==> config.mk <==
export PLATFORM = sky130hd
export DESIGN_NAME = button_debounce_autorepeat_flat
export DESIGN_NICKNAME = d
export VERILOG_FILES = /design/src/hdl/bda_pkg.sv /design/src/hdl/bda_if.sv /design/src/hdl/button_debounce_autorepeat.sv /design/src/flat_wrapper.sv
export SDC_FILE = /design/constraint.sdc
export NUM_CORES = 1
export LEC_CHECK = 0
export BUFFER_PORTS_ARGS = -buffer_cell sky130_fd_sc_hd__buf_2
export CORE_ASPECT_RATIO = 1.5
export CORE_UTILIZATION = 60
export DETAILED_ROUTE_END_ITERATION = 16
export GPL_ROUTABILITY_DRIVEN = 0
export GPL_TIMING_DRIVEN = 0
export PLACE_DENSITY = 0.88
export SLEW_MARGIN = 40
export SYNTH_ARGS = -nofsm -noshare
export SYNTH_HDL_FRONTEND = slang
export SYNTH_SLANG_ARGS = --single-unit
==> constraint.sdc <==
create_clock -name i_clk -period 6.2 [get_ports i_clk]
set_input_delay 0.62 -clock i_clk [delete_from_list [all_inputs] [get_ports i_clk]]
set_output_delay 0.62 -clock i_clk [all_outputs]
set_load 0.1 [all_outputs]
==> src/hdl/bda_pkg.sv <==
// ---------------------------------------------------------------------------
// Button debounce package
// Widths, types, register indexes, mode codes, reset values and a saturating increment.
// ---------------------------------------------------------------------------
package bda_pkg;

    localparam int CountWidth = 16;
    localparam int CfgWidth   = 16;
    localparam int CmpWidth   = (CountWidth > CfgWidth) ? CountWidth : CfgWidth;
    localparam int IdxWidth   = 3;

    typedef logic [CountWidth-1:0] t_count;
    typedef logic [CfgWidth-1:0]   t_cfg;
    typedef logic [CmpWidth-1:0]   t_cmp;
    typedef logic [IdxWidth-1:0]   t_idx;

    typedef enum logic [1:0] {
        MODE_SINGLE    = 2'd0,
        MODE_REPEAT    = 2'd1,
        MODE_SPEED_ONE = 2'd2,
        MODE_SPEED_TWO = 2'd3
    } t_mode;

    typedef enum logic [IdxWidth-1:0] {
        REG_MODE              = 3'd0,
        REG_DEBOUNCE_TICKS    = 3'd1,
        REG_REPEAT_TICKS      = 3'd2,
        REG_SPEED_ONE_AFTER   = 3'd3,
        REG_SPEED_ONE_TICKS   = 3'd4,
        REG_SPEED_TWO_AFTER   = 3'd5,
        REG_SPEED_TWO_TICKS   = 3'd6
    } t_reg_idx;

    localparam t_cfg RstDebounceTicks  = t_cfg'(20);
    localparam t_cfg RstRepeatTicks    = t_cfg'(500);
    localparam t_cfg RstSpeedOneAfter  = t_cfg'(5);
    localparam t_cfg RstSpeedOneTicks  = t_cfg'(200);
    localparam t_cfg RstSpeedTwoAfter  = t_cfg'(15);
    localparam t_cfg RstSpeedTwoTicks  = t_cfg'(50);

    localparam t_count CountMax = '1;

    function automatic t_count sat_inc(input t_count value);
        return (value == CountMax) ? value : value + t_count'(1);
    endfunction

endpackage

==> src/hdl/bda_if.sv <==
// ---------------------------------------------------------------------------
// Button debounce channels
// Item, result and register write channels with valid/ready handshakes.
// ---------------------------------------------------------------------------
interface bda_item_if;
    logic valid;
    logic ready;
    logic func;
    logic pin_level;

    modport source (output valid, output func, output pin_level, input ready);
    modport sink   (input valid, input func, input pin_level, output ready);
endinterface

interface bda_result_if;
    logic valid;
    logic ready;
    logic pressed;

    modport source (output valid, output pressed, input ready);
    modport sink   (input valid, input pressed, output ready);
endinterface

interface bda_cfg_if;
    logic            valid;
    logic            ready;
    bda_pkg::t_idx   reg_index;
    bda_pkg::t_cfg   reg_data;

    modport source (output valid, output reg_index, output reg_data, input ready);
    modport sink   (input valid, input reg_index, input reg_data, output ready);
endinterface

==> src/hdl/button_debounce_autorepeat.sv <==
// ---------------------------------------------------------------------------
// Button debounce with accelerated auto-repeat
// Debounces a sampled button pin and raises a pressed flag once or repeatedly.
// ---------------------------------------------------------------------------
// Items arrive on i_item: func 0 is a tick carrying one pin sample, func 1
// reads and clears the pressed flag. Every item yields one transfer on
// o_result carrying the flag (after the tick, or before the clear on a read).
// Registers are written on i_cfg, which is always ready; writes are expected
// only while no item is in flight.
// An accepted item is held in an input register, processed by the counter
// update logic and placed in the result register, from which the result is
// offered. While the receiver takes results, one item is accepted every
// cycle; the single counter update stage sets that rate.
// When the receiver stalls, the result register holds and the input register
// still takes one more item; after that i_item.ready falls until the result
// is taken.
// Synchronous reset clears the counters, the flag and both pipeline stages,
// and loads the register reset values.
// ---------------------------------------------------------------------------
module button_debounce_autorepeat (
    input  logic                i_clk,
    input  logic                i_rst_n,
    bda_item_if.sink            i_item,
    bda_result_if.source        o_result,
    bda_cfg_if.sink             i_cfg
);

    bda_pkg::t_mode  r_mode;
    bda_pkg::t_cfg   r_debounce_ticks;
    bda_pkg::t_cfg   r_repeat_ticks;
    bda_pkg::t_cfg   r_speed_one_after;
    bda_pkg::t_cfg   r_speed_one_ticks;
    bda_pkg::t_cfg   r_speed_two_after;
    bda_pkg::t_cfg   r_speed_two_ticks;

    bda_pkg::t_count r_debounce_count;
    bda_pkg::t_count r_hold_ticks;
    bda_pkg::t_count r_repeat_count;
    logic            r_flag;

    logic            r_in_valid;
    logic            r_func;
    logic            r_pin;
    logic            r_out_valid;
    logic            r_pressed;

    bda_pkg::t_count n_debounce_count;
    bda_pkg::t_count n_hold_ticks;
    bda_pkg::t_count n_repeat_count;
    logic            n_flag;
    logic            n_pressed;

    logic            advance;
    logic            accept;
    logic            counting;
    logic            debounce_idle;
    logic            debounce_busy;
    logic            hold_eq_repeat;
    logic            hold_eq_one;
    logic            hold_eq_two;
    logic            above_one;
    logic            above_two;
    logic            period_done;
    bda_pkg::t_count hold_base;

    assign advance          = !r_out_valid || o_result.ready;
    assign i_item.ready     = !r_in_valid || advance;
    assign accept           = i_item.valid && i_item.ready;
    assign i_cfg.ready      = 1'b1;
    assign o_result.valid   = r_out_valid;
    assign o_result.pressed = r_pressed;

    assign counting      = (r_mode == bda_pkg::MODE_SPEED_ONE)
                        || (r_mode == bda_pkg::MODE_SPEED_TWO);
    assign debounce_idle = (r_debounce_count == '0);
    assign debounce_busy = !debounce_idle && (bda_pkg::t_cmp'(r_debounce_count)
                        < bda_pkg::t_cmp'(r_debounce_ticks));

    assign hold_eq_repeat = bda_pkg::t_cmp'(r_hold_ticks) == bda_pkg::t_cmp'(r_repeat_ticks);
    assign hold_eq_one    = bda_pkg::t_cmp'(r_hold_ticks)
                         == bda_pkg::t_cmp'(r_speed_one_ticks);
    assign hold_eq_two    = bda_pkg::t_cmp'(r_hold_ticks)
                         == bda_pkg::t_cmp'(r_speed_two_ticks);
    assign above_one      = bda_pkg::t_cmp'(r_repeat_count)
                          > bda_pkg::t_cmp'(r_speed_one_after);
    assign above_two      = bda_pkg::t_cmp'(r_repeat_count)
                          > bda_pkg::t_cmp'(r_speed_two_after);

    always_comb begin
        case (r_mode)
            bda_pkg::MODE_REPEAT: begin
                period_done = hold_eq_repeat;
            end
            bda_pkg::MODE_SPEED_ONE: begin
                period_done = (!above_one && hold_eq_repeat) || (above_one && hold_eq_one);
            end
            bda_pkg::MODE_SPEED_TWO: begin
                period_done = (!above_one && hold_eq_repeat) || (above_one && hold_eq_one)
                           || (above_two && hold_eq_two);
            end
            default: begin
                period_done = 1'b0;
            end
        endcase
    end

    assign hold_base = period_done ? '0 : r_hold_ticks;

    always_comb begin
        n_debounce_count = r_debounce_count;
        n_hold_ticks     = r_hold_ticks;
        n_repeat_count   = r_repeat_count;
        n_flag           = r_flag;
        if (r_func) begin
            n_flag = 1'b0;
        end else if ((debounce_idle && r_pin) || debounce_busy) begin
            n_debounce_count = bda_pkg::sat_inc(r_debounce_count);
        end else if (r_pin) begin
            if (hold_base == '0) begin
                n_flag = 1'b1;
                if (counting) begin
                    n_repeat_count = bda_pkg::sat_inc(r_repeat_count);
                end
            end
            n_hold_ticks = bda_pkg::sat_inc(hold_base);
        end else begin
            n_debounce_count = '0;
            n_hold_ticks     = '0;
            n_repeat_count   = '0;
        end
        n_pressed = r_func ? r_flag : n_flag;
    end

    always_ff @(posedge i_clk) begin
        if (!i_rst_n) begin
            r_mode            <= bda_pkg::MODE_SINGLE;
            r_debounce_ticks  <= bda_pkg::RstDebounceTicks;
            r_repeat_ticks    <= bda_pkg::RstRepeatTicks;
            r_speed_one_after <= bda_pkg::RstSpeedOneAfter;
            r_speed_one_ticks <= bda_pkg::RstSpeedOneTicks;
            r_speed_two_after <= bda_pkg::RstSpeedTwoAfter;
            r_speed_two_ticks <= bda_pkg::RstSpeedTwoTicks;
            r_debounce_count  <= '0;
            r_hold_ticks      <= '0;
            r_repeat_count    <= '0;
            r_flag            <= 1'b0;
            r_in_valid        <= 1'b0;
            r_out_valid       <= 1'b0;
        end else begin
            if (i_cfg.valid) begin
                case (bda_pkg::t_reg_idx'(i_cfg.reg_index))
                    bda_pkg::REG_MODE:            r_mode <= bda_pkg::t_mode'(i_cfg.reg_data[1:0]);
                    bda_pkg::REG_DEBOUNCE_TICKS:  r_debounce_ticks  <= i_cfg.reg_data;
                    bda_pkg::REG_REPEAT_TICKS:    r_repeat_ticks    <= i_cfg.reg_data;
                    bda_pkg::REG_SPEED_ONE_AFTER: r_speed_one_after <= i_cfg.reg_data;
                    bda_pkg::REG_SPEED_ONE_TICKS: r_speed_one_ticks <= i_cfg.reg_data;
                    bda_pkg::REG_SPEED_TWO_AFTER: r_speed_two_after <= i_cfg.reg_data;
                    bda_pkg::REG_SPEED_TWO_TICKS: r_speed_two_ticks <= i_cfg.reg_data;
                    default: begin
                    end
                endcase
            end
            if (r_in_valid && advance) begin
                r_debounce_count <= n_debounce_count;
                r_hold_ticks     <= n_hold_ticks;
                r_repeat_count   <= n_repeat_count;
                r_flag           <= n_flag;
            end
            if (i_item.ready) begin
                r_in_valid <= i_item.valid;
            end
            if (advance) begin
                r_out_valid <= r_in_valid;
            end
        end
    end

    always_ff @(posedge i_clk) begin
        if (accept) begin
            r_func <= i_item.func;
            r_pin  <= i_item.pin_level;
        end
        if (r_in_valid && advance) begin
            r_pressed <= n_pressed;
        end
    end

endmodule

==> src/flat_wrapper.sv <==
// flat-port wrapper written by rule: the top's interface ports become plain ports
module button_debounce_autorepeat_flat 
  (i_clk, i_rst_n, i_item_valid, i_item_func, i_item_pin_level, i_item_ready, o_result_valid, o_result_pressed, o_result_ready, i_cfg_valid, i_cfg_reg_index, i_cfg_reg_data, i_cfg_ready);
  bda_item_if i_item_i ();
  bda_result_if o_result_i ();
  bda_cfg_if i_cfg_i ();
  input  logic i_clk;
  input  logic i_rst_n;
  input wire logic [$bits(i_item_i.valid)-1:0] i_item_valid;
  input wire logic [$bits(i_item_i.func)-1:0] i_item_func;
  input wire logic [$bits(i_item_i.pin_level)-1:0] i_item_pin_level;
  output wire logic [$bits(i_item_i.ready)-1:0] i_item_ready;
  output wire logic [$bits(o_result_i.valid)-1:0] o_result_valid;
  output wire logic [$bits(o_result_i.pressed)-1:0] o_result_pressed;
  input wire logic [$bits(o_result_i.ready)-1:0] o_result_ready;
  input wire logic [$bits(i_cfg_i.valid)-1:0] i_cfg_valid;
  input wire logic [$bits(i_cfg_i.reg_index)-1:0] i_cfg_reg_index;
  input wire logic [$bits(i_cfg_i.reg_data)-1:0] i_cfg_reg_data;
  output wire logic [$bits(i_cfg_i.ready)-1:0] i_cfg_ready;
  assign i_item_i.valid = i_item_valid;
  assign i_item_i.func = i_item_func;
  assign i_item_i.pin_level = i_item_pin_level;
  assign i_item_ready = i_item_i.ready;
  assign o_result_valid = o_result_i.valid;
  assign o_result_pressed = o_result_i.pressed;
  assign o_result_i.ready = o_result_ready;
  assign i_cfg_i.valid = i_cfg_valid;
  assign i_cfg_i.reg_index = i_cfg_reg_index;
  assign i_cfg_i.reg_data = i_cfg_reg_data;
  assign i_cfg_ready = i_cfg_i.ready;
  button_debounce_autorepeat u_core (.i_clk(i_clk), .i_rst_n(i_rst_n), .i_item(i_item_i), .o_result(o_result_i), .i_cfg(i_cfg_i));
endmodule
==> run metrics <==
outcome=completed; Layout area overhead=11.7%; # setup viols final=0; vias in the first global route=7370; Primary FF master, synth=dfxtp_1; number of hold buffers added after CTS=0; initial antenna violation count=0; fillers=1038; worst setup path class=flip-flop to flip-flop; setup tns final=0 ps; Arrival @ worst endpoint=5330 ps; layout cell share with drive strength beyond 1=6.53%; Num CTS Buffers=17; Clock power frac=48.3%; RSZ-0062 raised after global routing=no; Internal=1690 uW; largest net degree at the start of global routing=17; Die W=96.6 um; H-tree levels=4; Placeable Area=13000 um^2; clock buffer depth=2; HPWL after DPL=16300 um; switching share of power=24.7%; clk root buf=clkbuf_16; Post-Synthesis Net Count=1121; flip-flop and latch count after synthesis=152; Worst-Margin Slew=820 ps; Post-Syn Area=8050 um^2; Resized cells post-CTS=0; CTS Sinks=152; Post-CTS Setup Repair Bufs=0; VDD IR max=0.201 mV; Tmin final=5050 ps; final hold vios=0; Final ANT Viol Nets=0; row count=51; drt initial violations=548; Die ar.=13900 um^2; Sequential Power Share=45.0%; clk_skew=9.97 ps; Seq/Total Area, Yosys=38.2%; crit-path max FO=6; Initial Util=61.9%; gr usage total=32.9%; final period utilization=81.5%; register area=3070 um^2; Post-Route WL=22600 um; worst hold path class=primary input to flip-flop; layout net count=1167; asr flop ratio synth=0%; die height=144 um; syn avg cell area=7.72 um^2; CP Launch Type=flip-flop; PortBufs=27; Yosys warning total=0; Clock Latency Late Sink=430 ps; first-pass GRT wire length=35900 um; routed vias=7774; Sw Pwr=556 uW; DR WL/cell=17.9 um; multi-input logic area=4510 um^2; max-slew violations=0; fin util=69.1%; # DRC=0; GR Overflow Total=0; clock slew seen by the registers of the worst setup and hold paths=60 ps; Comb pwr share=6.7%; Post-synth EDFFs=3; Distinct cells, synth=59; pwr dens=249 nW/um^2; Static Leak=0.00342 uW; I/O pin cnt=30; ANT cells=0; Critical Path End Type=flip-flop; Max Cap Viol=0; commonest non-fill, non-tap cells in the layout=nand2_1 (232), dfxtp_1 (149), a21oi_1 (124), inv_1 (66), ha_1 (52); TritonCTS clock tree=built; DRT Pass-1 Iters=6; commonest non-fill, non-tap cell in the layout=nand2_1; Cells after Synth=1043; fmax=198 MHz; vias per cell=6.16; worst path required time=6480 ps; Relative slew margins=45.1%
[cell type report]
class                   instances  share of cell area, %
clock inverters                13                   1.85
inverters                      68                   2.84
plain buffers                  52                   2.47
repair buffers                 27                   1.50
well taps                     159                   2.21
clock buffers                  19                   4.92
flip-flops and latches        152                   34.1
multi-input cells             771                   50.1
[through the flow]
step	area, um^2	std cells	hold WS (ps)	total power, uW	worst slack (ps)
CTS	9000	1261	371	2230	1350
global placement	8390	1229	443	1170	1500
detailed placement	8390	1229	447	1180	1450
finish	9000	1261	371	2250	1150
floorplan	8050	1043	436	1120	2470
global route	9000	1261	365	2290	854
[state kept, by name (all words and copies together) (netlist names), 2 cells and up]
| name | cells |
|---|---|
| u_core.r_debounce_count | 16 |
| u_core.r_debounce_ticks | 16 |
| u_core.r_hold_ticks | 16 |
| u_core.r_mode | 2 |
| u_core.r_repeat_count | 16 |
| u_core.r_repeat_ticks | 16 |
| u_core.r_speed_one_after | 16 |
| u_core.r_speed_one_ticks | 16 |
| u_core.r_speed_two_after | 16 |
| u_core.r_speed_two_ticks | 16 |
[power groups by stage]
stage          registers (uW)  clock network, uW  logic [uW]
2_1_floorplan            1030                  0        86.5
3_3_place_gp             1030                  0         142
3_5_place_dp             1030                  0         146
4_1_cts                  1010               1080         147
5_1_grt                  1010               1120         162
6_report                 1010               1090         150
[logic make-up (layout without fill, tap and decap cells)]
kind of cell	count (synthesis)	count (layout)	share of synthesized area, %
XOR/XNOR	55	55	5.98
flip-flops	152	152	38.2
buffers and inverters	120	179	5.93
AND/OR/NAND/NOR	443	443	25.4
other	1	1	0.0466
AO/OA/AOI/OAI	217	217	16.0
multiplexers	3	3	0.373
adder cells (fa/ha/maj)	52	52	8.08
[worst paths after layout]
| kind | from | end | slack [ps] | cells past startpoint |
|---|---|---|---|---|
| max | u_core.r_speed_one_after[15] | u_core.r_hold_ticks[7] | 1150 | 19 |
| min reg2reg | u_core.r_speed_one_after[8] | u_core.r_speed_one_after[8] | 450 | 2 |
| max reg2reg | u_core.r_speed_one_after[15] | u_core.r_hold_ticks[7] | 1150 | 19 |
| min | i_item_pin_level | u_core.r_pin | 370 | 1 |
[per-layer routing]
| layer | track usage, % | part of all wire (%) | vias up |
|---|---|---|---|
| li1 | - | - | 3671 |
| met1 | 33.9 | 36 | 3562 |
| met2 | 58.5 | 49 | 418 |
| met3 | 7.39 | 8.2 | 123 |
| met4 | 24.1 | 6.5 | 0 |
| met5 | 0 | 0 | - |
[critical path, stage by stage, from the launching register on]
cell and delay (ps):
dfxtp_1 370, inv_1 60, ha_1 310, nand4_1 180
nor4_1 510, a21oi_1 200, o311ai_1 220, o21ai_0 210
nor2_1 440, nand2_1 140, inv_1 100, ha_1 270
nand2_1 150, nor4_1 600, nand4_1 370, nand2b_1 290
nor2_1 80, nor4b_1 150, o21ai_0 170, a21oi_1 80
[cells in the mapped netlist (all sizes together) (17+ instances only)]
cell type | n | share of area [%]
inv | 67 | 3.1
nand4 | 25 | 1.9
nand2 | 232 | 11
dfxtp | 149 | 37
ha | 52 | 8.1
nand3 | 40 | 2.5
xor2 | 23 | 2.5
nor4 | 17 | 1.3
xnor2 | 32 | 3.5
a21oi | 124 | 7.7
nor2 | 43 | 2.0
or3 | 22 | 1.7
o21ai | 31 | 1.9
clkbuf | 43 | 2.0
(Power assumes the default switching activity.)
